### config.mk
export PLATFORM = sky130hd
export DESIGN_NAME = tbfh_ram
export DESIGN_NICKNAME = d
export VERILOG_FILES = /design/src/hdl/tbfh_ram.sv
export SDC_FILE = /design/constraint.sdc
export NUM_CORES = 1
export LEC_CHECK = 0
export BUFFER_PORTS_ARGS = -buffer_cell sky130_fd_sc_hd__buf_2
export CORE_MARGIN = 2
export CORE_UTILIZATION = 51
export DETAILED_ROUTE_END_ITERATION = 16
export HOLD_SLACK_MARGIN = 0.08
export PLACE_DENSITY = 0.76
export SLEW_MARGIN = 20
export SYNTH_ARGS = -nofsm -noshare
export SYNTH_HDL_FRONTEND = slang
export SYNTH_SLANG_ARGS = --single-unit
### constraint.sdc
create_clock -name aclk -period 2.3 [get_ports aclk]
set_clock_uncertainty 0.15 [all_clocks]
set_input_delay 0.46 -clock aclk [delete_from_list [all_inputs] [get_ports aclk]]
set_output_delay 0.46 -clock aclk [all_outputs]
set_load 0.005 [all_outputs]
### src/hdl/tbfh_ram.sv
// ============================================================================
// Tiled bubble field height: generic RAM
// Single write port, single read port with registered read data.
// ============================================================================
`default_nettype none

module tbfh_ram #(
    parameter int WIDTH = 8,
    parameter int DEPTH = 32
) (
    input  wire                                      aclk,
    input  wire                                      wr_en,
    input  wire [(DEPTH > 1 ? $clog2(DEPTH) : 1)-1:0] wr_addr,
    input  wire [WIDTH-1:0]                          wr_data,
    input  wire [(DEPTH > 1 ? $clog2(DEPTH) : 1)-1:0] rd_addr,
    output logic [WIDTH-1:0]                         rd_data
);

    logic [WIDTH-1:0] mem_reg [DEPTH];
    logic [WIDTH-1:0] rd_data_reg;

    // Write port and registered read port.
    always_ff @(posedge aclk) begin
        if (wr_en) begin
            mem_reg[wr_addr] <= wr_data;
        end
        rd_data_reg <= mem_reg[rd_addr];
    end

    assign rd_data = rd_data_reg;

endmodule

`default_nettype wire

**After elaboration in Yosys (flattened, before gate mapping)**

Memory sizes are Yosys's and may differ from the RTL's. A register that Yosys moved wholly into a read port is not among the register bits.
Index checks and enable logic that the tools add are counted.

- Multiplexer cells: 2

Operators with widths:

| operator | number |
|---|---|
| $mux 1 | 2 |

- Bits in registers: 0
- Memory bits (writable): 256
- Input bits: 20
- Output and inout bits: 8
- Word-level logic and storage cells: 3
- Memories kept: 1

Memory list:

| memory | depth | bits a word | read ports | clocked after memory_dff | wr ports | line | source |
|---|---|---|---|---|---|---|---|
| mem_reg | 32 | 8 | 1 | 1 | 1 | 19 | `logic [WIDTH-1:0] mem_reg [DEPTH];` |

**Longest topological paths before layout**

- Depth after elaboration: 2
- Mapped depth: 5
- Gate-level depth less buffers: 3

**Least setup slack after synthesis**

OpenSTA, ideal clock, no wires.

- Kind: input to register
- Start: in rd_addr[2] (netlist name)
- End: reg rd_data_reg[0] (netlist: rd_data[0]), read port of mem_reg
- Library setup time: 121 ps
- Arrival: 2,142 ps
- Data required time: 2,029 ps
- Slack: -112 ps
- Cell stages on the path: 5
- Path buffers: 2
- Cell sequence: clkbuf_1 > clkbuf_1 > mux4_2 > mux4_2 > mux2_2

RTL lines:

| what | line | source |
|---|---|---|
| from (decl) | 15 | `input wire [(DEPTH > 1 ? $clog2(DEPTH) : 1)-1:0] rd_addr,` |
| to (decl) | 20 | `logic [WIDTH-1:0] rd_data_reg;` |

==> metrics.csv <==
metric,value,unit
critPathMaxStageDelay,0.58,ns
timing.final.hold_violations,0,
cts_resized,0,
drv.max_cap_violation_count,0,
synth_seq_cells,264,
drt_first_pass_iters,5,
placeable_core_region,19400,um^2
synthFlopType,sky130_fd_sc_hd__edfxtp_1,
grt_first_pass_wirelength,30700,um
placement_rows,51,
power,10.1,mW
cts_sinks,264,
run_status,finished clean,
drcViolationCount,0,
ctsLongestPathBuffers,3,
first_global_vias,4783,
cp-startpoint,rd_addr[0],
critical_path.cell_chain,buf_4 > buf_12 > mux4_2 > mux4_2 > mux2_2,
synth_top_cell_by_area,sky130_fd_sc_hd__edfxtp_1,
p_switching,1.99,mW
dpl-instance-area,10900,um^2
timing.hold.worst_path_depth,2,
timing.max_slew.rel_slack,0.554,
dieArea,20900,um^2
ctsHoldBuffers,0,
final.setup.tns,0,ns
worstPathBufferInverterCount,2,
synth_top_cells_by_count,"256 x sky130_fd_sc_hd__edfxtp_1, 80 x sky130_fd_sc_hd__mux4_2, 33 x sky130_fd_sc_hd__nor2_1, 8 x sky130_fd_sc_hd__dfxtp_1, 8 x sky130_fd_sc_hd__mux2_2",
ir_worst_vdd,0.519,mV
final_period_minus_worst_setup_slack,2.07,ns
finalMaxSlewViolations,0,
worst_r2r_startpoint,mem_reg[28][4]$_DFFE_PP_,
port-buffer-count,27,
synth_seq_area_share,0.781,
critPathArrivalTime,2.32,ns
detailedPlacementHpwl,13200,um
pwr-share-seq,0.530,
min_delay_worst_endpoint,rd_data[3]$_DFF_P_,
cts_tree,yes,
postCtsSetupRepairBufs,0,
viasPerCell,6.00,
power.internal,8.15,mW
numPlacedInstances,737,
chipWidth,144,um
critical_path.max_fanout,15,
overall_global_routing_usage,0.207,
number_of_cells_produced_by_synthesis,417,
power.density,866,nW/um^2
grt_antenna_before_repair,0,
ys_top_cells_by_area,"sky130_fd_sc_hd__edfxtp_1 76%, sky130_fd_sc_hd__mux4_2 18%, sky130_fd_sc_hd__dfxtp_1 1.6%, sky130_fd_sc_hd__nor2_1 1.2%, sky130_fd_sc_hd__mux2_2 0.90%",
synthDominantCellAreaShare,0.765,
max_slew.worst_pin.slew,0.669,ns
flip_flop_count_of_the_largest_register_all_copies_and_words_added,256,
grt_max_degree,33,
netlist-cell-type-count,15,
share_comb_of_total_power,0.052,
final_net_count,520,
synth.net_count,437,
final_antenna_net_count,0,
holdCritStartpoint,rd_addr[3],
critical-path-top-delay-family,multiplexers,
synth.yosys.warnings,0,
routability_cong,0.845,
worst_skew_late_latency,0.52,ns
setup-violations-final,0,
initial_utilization,0.518,
sw_frac_of_total,0.197,
synth.cell_area,10100,um^2
layout_worst_path_cycle_share,0.900,
cp-end-kind,flip-flop,
grt_setup_unrepaired,no,
syn_area_per_cell,24.1,um^2
detail_route.iter0.violations,545,
fraction_of_the_core_area_covered_by_cells_at_the_end_of_the_flow,0.604,
via_count,4682,
fmaxAchievable,0.483,GHz
area_delta_synth_final,16.5,%
routedWlPerCell,26.6,um
number_of_buffers_inserted_during_clock_tree_synthesis,26,
regToRegSetupSlack,0.32,ns
setup.worst_path.class,in2reg,
clk_pin_slew,0.06,ns
detail_route.wirelength,20700,um
cts.root.buffer_cell,sky130_fd_sc_hd__clkbuf_16,
drive_gt1_frac,0.394,
ys_async_rst_share,0,
antenna-diode-count,0,
gr-total-overflow,0,
synth_edf_count,256,
data_required_time_of_the_worst_path,2.55,ns
worst_setup_path_start_kind,input pin,
rr_endpoint,rd_data[4]$_DFF_P_,
r2r.worst_path.cells,3,
static_leak,3.78,nW
top_count_cell_post_synth,sky130_fd_sc_hd__edfxtp_1,
cpMaxStageDelayCell,sky130_fd_sc_hd__mux4_2,
ctsHtreeMaxLevel,1,
dieHeight,144,um
worst_path_most_repeated_cell,sky130_fd_sc_hd__mux4_2,
post_layout_nonfiller_instances,780,
worst_hold_path_type,in2reg,
final_design_area_no_fill,11700,um^2
clock_power_share,0.417,
ioPinCount,28,
metrics by stage:
stage	setup slack, ns	hold slack [ns]
final	0.229	0.276
after global placement	-0.267	0.738
after CTS	0.240	0.254
after global routing	0.209	0.268
after floorplan	0.00445	0.409
after detailed placement	-0.296	0.732
worst max-delay path by stage:
stage | endpoint | slack (ns) | cells after the start
2_1_floorplan | rd_data[0]$_DFF_P_ | 0.004 | 4
3_3_place_gp | rd_data[4]$_DFF_P_ | -0.27 | 5
3_5_place_dp | rd_data[4]$_DFF_P_ | -0.30 | 5
4_1_cts | rd_data[4]$_DFF_P_ | 0.24 | 5
5_1_grt | rd_data[4]$_DFF_P_ | 0.21 | 5
6_report | rd_data[4]$_DFF_P_ | 0.23 | 5
worst register-to-register path, cell delays in order, from the launching register on:
cell and delay (ns):
sky130_fd_sc_hd__edfxtp_1 0.36, sky130_fd_sc_hd__mux4_2 0.53, sky130_fd_sc_hd__mux4_2 0.54, sky130_fd_sc_hd__mux2_2 0.29
cell usage in the layout, fill, tap and decap left out:
cell                         count
sky130_fd_sc_hd__edfxtp_1      256
sky130_fd_sc_hd__mux4_2         80
sky130_fd_sc_hd__buf_4          42
sky130_fd_sc_hd__nor2_1         33
sky130_fd_sc_hd__clkbuf_16      27
sky130_fd_sc_hd__buf_2          26
sky130_fd_sc_hd__mux2_2          8
sky130_fd_sc_hd__dfxtp_1         8
sky130_fd_sc_hd__buf_12          7
sky130_fd_sc_hd__nand3b_1        5
sky130_fd_sc_hd__clkinv_2        5
sky130_fd_sc_hd__clkinv_1        4
sky130_fd_sc_hd__bufinv_16       4
sky130_fd_sc_hd__or3b_2          3
sky130_fd_sc_hd__nand3_1         2
sky130_fd_sc_hd__clkbuf_1        2
sky130_fd_sc_hd__nand2_1         1
sky130_fd_sc_hd__or3_1           1
sky130_fd_sc_hd__clkinvlp_4      1
cell families after synthesis:
kind of cell / share of synthesized area
buffers and inverters: 0.0106
DFF: 0.781
muxes: 0.188
and+or+nand+nor: 0.0207
power groups by stage:
stage,Sequential (mW),Combinational (mW),Clock [mW]
after global placement,5.48,0.515,0
after global routing,5.38,0.564,4.47
after CTS,5.38,0.535,4.29
after floorplan,5.47,0.286,0
after detailed placement,5.48,0.531,0
final,5.38,0.529,4.24
area by class of cell:
type,instances,area (um^2)
multi-input cells,133,2100
well taps,265,332
repair buffers,75,586
fillers,1330,7680
flip-flops and latches,264,7850
clock buffers,29,683
clock inverters,14,168
layer usage:
| layer | up-vias | global-route usage | part of all wire |
|---|---|---|---|
| met1 | 2463 | 0.318 | 0.42 |
| li1 | 1935 | - | - |
| met3 | 28 | 0.0424 | 0.093 |
| met4 | 0 | 0.0516 | 0.018 |
| met2 | 256 | 0.311 | 0.47 |
| met5 | - | 0 | 0 |
(Power assumes the default switching activity.)
