==> config.mk <==
export PLATFORM = sky130hd
export DESIGN_NAME = tbfh_damp
export DESIGN_NICKNAME = d
export VERILOG_FILES = /design/src/hdl/tbfh_pkg.sv /design/src/hdl/tbfh_damp.sv
export SDC_FILE = /design/constraint.sdc
export NUM_CORES = 2
export LEC_CHECK = 0
export BUFFER_PORTS_ARGS = -buffer_cell sky130_fd_sc_hd__buf_4
export CAP_MARGIN = 10
export CORE_ASPECT_RATIO = 2
export CORE_MARGIN = 1
export CORE_UTILIZATION = 45
export CTS_BUF_LIST = sky130_fd_sc_hd__clkbuf_4 sky130_fd_sc_hd__clkbuf_8 sky130_fd_sc_hd__clkbuf_16
export DETAILED_ROUTE_END_ITERATION = 8
export GPL_TIMING_DRIVEN = 0
export MAX_ROUTING_LAYER = met4
export PLACE_DENSITY = 0.62
export SETUP_SLACK_MARGIN = 0.1
export SLEW_MARGIN = 5
export SYNTH_ARGS = -nofsm -noshare
export SYNTH_HDL_FRONTEND = slang
export SYNTH_SLANG_ARGS = --single-unit
export TNS_END_PERCENT = 50
==> constraint.sdc <==
create_clock -name aclk -period 8.9 [get_ports aclk]
set_input_delay 0 -clock aclk [delete_from_list [all_inputs] [get_ports aclk]]
set_output_delay 0 -clock aclk [all_outputs]
set_load 0.05 [all_outputs]
==> src/hdl/tbfh_pkg.sv <==
// ============================================================================
// Tiled bubble field height: shared package
// Types, codes and constants used by the sequencer, the score pipeline and
// the tile damping unit.
// ============================================================================
`default_nettype none

package tbfh_pkg;

    // Function codes carried by an input word.
    localparam logic FUNC_LOAD  = 1'b0;
    localparam logic FUNC_QUERY = 1'b1;

    // Tile offset codes along one axis.
    localparam logic [1:0] TILE_NEG = 2'd0;
    localparam logic [1:0] TILE_MID = 2'd1;
    localparam logic [1:0] TILE_POS = 2'd2;

    // One tile width in Q0.16, as an offset and as a weight.
    localparam logic signed [17:0] OFF_NEG = -18'sd65536;
    localparam logic signed [17:0] OFF_MID = 18'sd0;
    localparam logic signed [17:0] OFF_POS = 18'sd65536;
    localparam logic [16:0]        ONE_Q16 = 17'd65536;

    // Largest Q0.16 output value.
    localparam logic [15:0] HEIGHT_MAX = 16'hFFFF;

    // Depth of the score pipeline from table data to score.
    localparam int EVAL_STAGES = 9;

    // Width of the bubble count register.
    localparam int COUNT_W = 6;

    // One bubble record as held in the table.
    typedef struct packed {
        logic [23:0]        inv_scale;
        logic [15:0]        inv_squish;
        logic [15:0]        squish;
        logic signed [15:0] sin_angle;
        logic signed [15:0] cos_angle;
        logic [15:0]        center_v;
        logic [15:0]        center_h;
    } bubble_rec_t;

    localparam int REC_W = $bits(bubble_rec_t);

    // Tag that travels with one bubble and tile evaluation.
    typedef struct packed {
        logic       first;
        logic       last;
        logic [1:0] tile_h;
        logic [1:0] tile_v;
    } eval_tag_t;

    // Score pipeline output toward the damping unit.
    typedef struct packed {
        logic       valid;
        eval_tag_t  tag;
        logic [16:0] score;
    } eval_out_t;

    // Damping unit status toward the sequencer.
    typedef struct packed {
        logic        done;
        logic [16:0] best;
    } damp_stat_t;

    // Sequencer states.
    typedef enum logic [1:0] {
        ST_IDLE,
        ST_RUN,
        ST_DRAIN,
        ST_RESP
    } state_t;

endpackage

`default_nettype wire

==> src/hdl/tbfh_damp.sv <==
// ============================================================================
// Tiled bubble field height: tile maximum and edge damping
// Keeps the best score of the current tile, weights each finished tile by
// its edge weights and keeps the best damped value of the query.
// ============================================================================
`default_nettype none

module tbfh_damp (
    input  wire                    aclk,
    input  wire                    aresetn,
    input  wire                    start,
    input  tbfh_pkg::eval_out_t    eval_in,
    input  wire [15:0]             pixel_h,
    input  wire [15:0]             pixel_v,
    output tbfh_pkg::damp_stat_t   status
);

    logic [16:0] tile_max_reg, tile_cur;
    logic        a_valid_reg;
    logic [16:0] a_val_reg;
    logic [1:0]  a_th_reg, a_tv_reg;
    logic        d1_valid_reg, d1_final_reg;
    logic [32:0] m1_reg;
    logic [16:0] wv1_reg;
    logic [33:0] prod1;
    logic [16:0] wh_a, wv_a;
    logic        d2_valid_reg, d2_final_reg;
    logic [49:0] prod2;
    logic [16:0] damped_reg;
    logic [16:0] best_reg;
    logic        done_reg;

    // Edge weight of a tile along one axis.
    function automatic logic [16:0] edge_weight(input logic [1:0] idx, input logic [15:0] pix);
        logic [16:0] w;
        unique case (idx)
            tbfh_pkg::TILE_NEG: w = {1'b0, pix};
            tbfh_pkg::TILE_POS: w = tbfh_pkg::ONE_Q16 - {1'b0, pix};
            default:            w = tbfh_pkg::ONE_Q16;
        endcase
        return w;
    endfunction

    // Running maximum within a tile and weight products.
    always_comb begin
        if (eval_in.tag.first || (eval_in.score > tile_max_reg)) begin
            tile_cur = eval_in.score;
        end else begin
            tile_cur = tile_max_reg;
        end
        wh_a  = edge_weight(a_th_reg, pixel_h);
        wv_a  = edge_weight(a_tv_reg, pixel_v);
        prod1 = a_val_reg * wh_a;
        prod2 = m1_reg * wv1_reg;
    end

    // Control bits of the damping stages.
    always_ff @(posedge aclk) begin
        if (!aresetn) begin
            a_valid_reg  <= 1'b0;
            d1_valid_reg <= 1'b0;
            d2_valid_reg <= 1'b0;
            done_reg     <= 1'b0;
        end else begin
            a_valid_reg  <= eval_in.valid & eval_in.tag.last;
            d1_valid_reg <= a_valid_reg;
            d2_valid_reg <= d1_valid_reg;
            done_reg     <= d2_valid_reg & d2_final_reg;
        end
    end

    // Payload of the damping stages; corner tiles take both weights.
    always_ff @(posedge aclk) begin
        if (eval_in.valid) begin
            tile_max_reg <= tile_cur;
        end
        a_val_reg    <= tile_cur;
        a_th_reg     <= eval_in.tag.tile_h;
        a_tv_reg     <= eval_in.tag.tile_v;

        m1_reg       <= prod1[32:0];
        wv1_reg      <= wv_a;
        d1_final_reg <= (a_th_reg == tbfh_pkg::TILE_POS) && (a_tv_reg == tbfh_pkg::TILE_POS);

        damped_reg   <= prod2[48:32];
        d2_final_reg <= d1_final_reg;

        if (start) begin
            best_reg <= '0;
        end else if (d2_valid_reg && (damped_reg > best_reg)) begin
            best_reg <= damped_reg;
        end
    end

    assign status.done = done_reg;
    assign status.best = best_reg;

endmodule

`default_nettype wire

---- Word level (Yosys, flattened, before mapping) ----
Cells that the tools add are included.
storage, ports and cells
  register bits ........................... 128
  output and inout port bits .............. 18
  logic and storage cells ................. 32
  input port bits ......................... 59
operators by class
  eq/ne operators ......................... 2
  multiply operators ...................... 2
  bitwise operators ....................... 2
  muxes and demuxes ....................... 3
  $lt $le $gt $ge ......................... 2
  add/sub/neg operators ................... 2
  reduce and logical (&&, ||, !) cells .... 5
operators with widths
  cell                    count
  $pmux 17 s2             2
  $mul 33x17->49          1
  $gt 17x17->1            2
  $sub 17x16->17 const A  2
  $mul 17x17->33          1
  $mux 17                 1
  $eq 2x2->1 const B      2
  $logic_not 2->1         2
  $and 1x1->1             2
  $logic_and 1x1->1       2
  $logic_or 1x1->1        1

---- Depth between registers and ports, before layout ----
  depth in word-level cells ............... 3
  mapped depth ............................ 31

---- Worst setup path before layout ----
OpenSTA, ideal clock, no wires.
  path type ............................... input-to-reg
  start point ............................. input port pixel_h[0]
  end point ............................... register m1_reg[32]
  buffers on the path ..................... 2
  library setup time ...................... 0.118 ns
  arrival ................................. 6.414 ns
  cell stages on the path ................. 28
  path slack .............................. 2.368 ns
  required time ........................... 8.782 ns
  path through ............................ inv_1 > ha_1 > nand2_1 > or3_1 > nand2b_1 > o21ai_0 > xor2_1 > nor2_1 > clkbuf_1 > nand2_1 > fa_1 > fa_1 > inv_1 > fa_1 > fa_1 > fa_1 > inv_1 > fa_1 > inv_1 > ha_1 > clkbuf_1 > and4_1 > a221o_1 > nor3_1 > a211oi_1 > o31ai_1 > nand2b_1 > xnor2_1
between the ends
  cells in the longest elaborated chain, start to end .. 3
RTL lines
  what                  line             source
  start, declared       tbfh_damp.sv:13  input wire [15:0] pixel_h,
  $sub 17x16->17        tbfh_damp.sv:38  tbfh_pkg::TILE_POS: w = tbfh_pkg::ONE_Q16 - {1'b0, pix};
  $pmux 17 s2 *         tbfh_damp.sv:36  unique case (idx)
  $mul 17x17->33 *      tbfh_damp.sv:53  prod1 = a_val_reg * wh_a;
  net prod1[32]         tbfh_damp.sv:25  logic [33:0] prod1;
  end signal, assigned  tbfh_damp.sv:81  m1_reg <= prod1[32:0];
  end, declared         tbfh_damp.sv:23  logic [32:0] m1_reg;
Mark *: on every way through the listed nets, which the timed path passes. The rest lies on a longest branch.
A chain may end at the register's enable or synchronous reset.

---- Worst setup path in the final report ----
  start point ............................. register a_th_reg[1]
  end point ............................... register m1_reg[22]
between the ends
  cells in the longest elaborated chain, start to end .. 3
  elaborated cells between the ends (all ways) .. 4
RTL lines
  what                                           line             source
  start, declared                                tbfh_damp.sv:21  logic [1:0] a_th_reg, a_tv_reg;
  start signal, assigned                         tbfh_damp.sv:78  a_th_reg <= eval_in.tag.tile_h;
  $eq 2x2->1 or $logic_not 2->1 (tied branches)  tbfh_damp.sv:36
  $pmux 17 s2 *                                  tbfh_damp.sv:36
  $mul 17x17->33 *                               tbfh_damp.sv:53
  net prod1[22]                                  tbfh_damp.sv:25
Marks and branches as above.

==> flow_summary.json <==
{
  "core-area_um2": 67730,
  "fmax_mhz": 117.9,
  "grt_usage": 0.3139,
  "rsz0062_at_grt": "yes",
  "post_synth_num_cell_types": 71,
  "synth_seq_cells": 128,
  "grt_first_pass_wirelength_mm": 153.9,
  "avgRoutedWirePerCell_um": 22.54,
  "min_period_ps": 8479,
  "ant_nets": 0,
  "gp_congestion": 1.031,
  "slew_violations": 1,
  "final.setup.tns_ps": 0,
  "cp_common_cell": "fa_1",
  "met2_usage": 0.5941,
  "yosysWarnings": 0,
  "dieHeight_um": 371.9,
  "crit_path_end_kind": "flip-flop",
  "met3_usage": 0.04642,
  "use_met1": 0.2502,
  "largest_reg_flops": 33,
  "dr.pass1.iters": 5,
  "hold_violations": 0,
  "die_area_um2": 69540,
  "cts_root_buffer": "clkbuf_16",
  "cts_made_buffers": 17,
  "vias": 24231,
  "synth_common_cells": "800 x inv_1, 684 x fa_1, 661 x nand2_1",
  "hold_class": "in -> reg",
  "layout.nets": 4604,
  "yosysMostFrequentCell": "inv_1",
  "dp.cells": 4428,
  "cts_max_level": 4,
  "cts_tree": "done",
  "io_buffers": 75,
  "drive_gt1_frac": 0.04176,
  "synth_cells": 3463,
  "synth_ff_type": "dfxtp_1",
  "synth_nets": 4464,
  "critPathArrivalTime_ps": 8840,
  "drv_cap": 1,
  "drtIter0Drc": 1137,
  "dp_hpwl_mm": 86.62,
  "syn2layout_area_growth_pct": 8.891,
  "grt_overflow": 0,
  "postCtsSetupBuffers": 0,
  "setup_viol": 0,
  "top_usage_layer": "met2",
  "vias_per_cell": 5.372,
  "crit_type": "reg -> reg",
  "netlist_area_um2": 30790,
  "synthArstFlopShare": 0,
  "ys_top_cells_by_area": "fa_1 44%, ha_1 10%, inv_1 9.8%, nand2_1 8.1%, dfxtp_1 7.2%",
  "crit_path_start_kind": "flip-flop",
  "final_cells": 4511,
  "antenna_found_initial": 4,
  "critPathSlowestCell": "nor2_1",
  "outcome": "finished with violations",
  "tightest_slew_ps": 1483,
  "ios": 77,
  "grt_pass1_vias": 26972,
  "clk_pin_slew_ps": 60,
  "syn_avg_cell_area_um2": 8.891,
  "grt_max_degree": 19,
  "clock_skew_ps": 21.16,
  "start_util": 0.4546,
  "seq_area_frac_synth": 0.08875,
  "synth_top_area_share": 0.4447,
  "crit_required_ps": 9260,
  "violations": "max-capacitance violations, max-slew violations",
  "numClockSinks": 128,
  "max_slew_margin": -0.01395,
  "max_stage_delay_ps": 670,
  "drt-total-wl_mm": 101.7,
  "die_x_um": 187.0,
  "clkLatencyLatePin_ps": 490,
  "synth_edf_count": 17,
  "hold_ws_ps": 158.5,
  "cp_max_fo": 10,
  "route.detailed.drc": 0,
  "num_rows": 135,
  "fin_crit_sh": 0.9527,
  "synth_top_area_cell": "fa_1",
  "cts_buffer_depth": 2
}
==> worst max-delay path, delay by kind of cell, from the launching register on <==
family | cells | cell delay, ps
fa+ha+maj | 7 | 3350
buf+inv | 6 | 1430
compound gates | 5 | 1370
mux | 1 | 250
flops | 1 | 450
xor+xnor | 1 | 170
simple gates | 5 | 1310
==> layer usage <==
layer  wire, um  vias up  part of all wire
li1           -    10513                 -
met1      28840    12257              0.28
met2      56650      928              0.56
met3       4400      533             0.043
met4      11780        0              0.12
met5          0        -                 0
==> cells by family (layout without fill, tap and decap cells) <==
kind of cell | Yosys count | count (layout) | share of synthesized area
and+or+nand+nor | 1091 | 1091 | 0.1612
xor gates and xnor gates | 69 | 69 | 0.01987
DFF | 128 | 128 | 0.08875
buffers and inverters | 968 | 1121 | 0.1185
AOI/OAI and AO/OA | 227 | 227 | 0.04897
other | 0 | 5 | 0
muxes | 38 | 38 | 0.01308
adders and majority gates | 942 | 942 | 0.5496
==> final cells by class <==
type / count / area, um^2
Timing Repair Buffer: 121 / 1023
Clock buffer: 19 / 452.9
Inverter: 800 / 3003
Clock inverter: 13 / 122.6
Tap cell: 890 / 1114
Sequential cell: 128 / 2733
Fill cell: 6484 / 34210
Multi-Input combinational cell: 2367 / 24420
Antenna cell: 5 / 12.51
Buffer: 168 / 646.9
==> through the flow <==
| stage | util | worst slack [ps] | cell area (um^2) |
|---|---|---|---|
| 2_1_floorplan | - | 2368 | 30790 |
| 3_3_place_gp | 0.4793 | 243.3 | 32470 |
| 3_5_place_dp | 0.4793 | 208.3 | 32470 |
| 4_1_cts | 0.4946 | 214.7 | 33500 |
| 5_1_grt | 0.4950 | 74.02 | 33530 |
| 6_report | 0.4950 | 420.9 | 33530 |
==> path summary, 6_finish.rpt <==
check	start	endpoint	slack (ps)	cells past startpoint
max reg2reg	a_th_reg[1]$_DFF_P_	m1_reg[22]$_DFF_P_	420	25
min reg2reg	d1_final_reg$_DFF_P_	d2_final_reg$_DFF_P_	330	0
min	pixel_h[15]	m1_reg[32]$_DFF_P_	160	5
max	a_th_reg[1]$_DFF_P_	m1_reg[22]$_DFF_P_	420	25
==> placed cells by master, fill, tap and decap left out, types with 19 or more instances in the layout <==
| master | n |
|---|---|
| nand2_1 | 661 |
| dfxtp_1 | 111 |
| ha_1 | 258 |
| buf_4 | 77 |
| nand3_1 | 19 |
| nor2_1 | 82 |
| fa_1 | 684 |
| xor2_1 | 31 |
| a21o_1 | 26 |
| mux2i_1 | 20 |
| dlygate4sd3_1 | 46 |
| inv_1 | 800 |
| clkbuf_1 | 151 |
| and2_1 | 234 |
| a21oi_1 | 61 |
| xnor2_1 | 37 |
| o21ai_0 | 45 |
==> timing repair <==
item	4_1_cts	5_1_grt
hold buffers	46	0
endpoints found under the setup margin	0	7
endpoints found under the hold margin	84	0
resized for setup	0	3
Power is not shown: default switching activity piles up to over one toggle a cycle in this logic, so the estimate is an artifact.
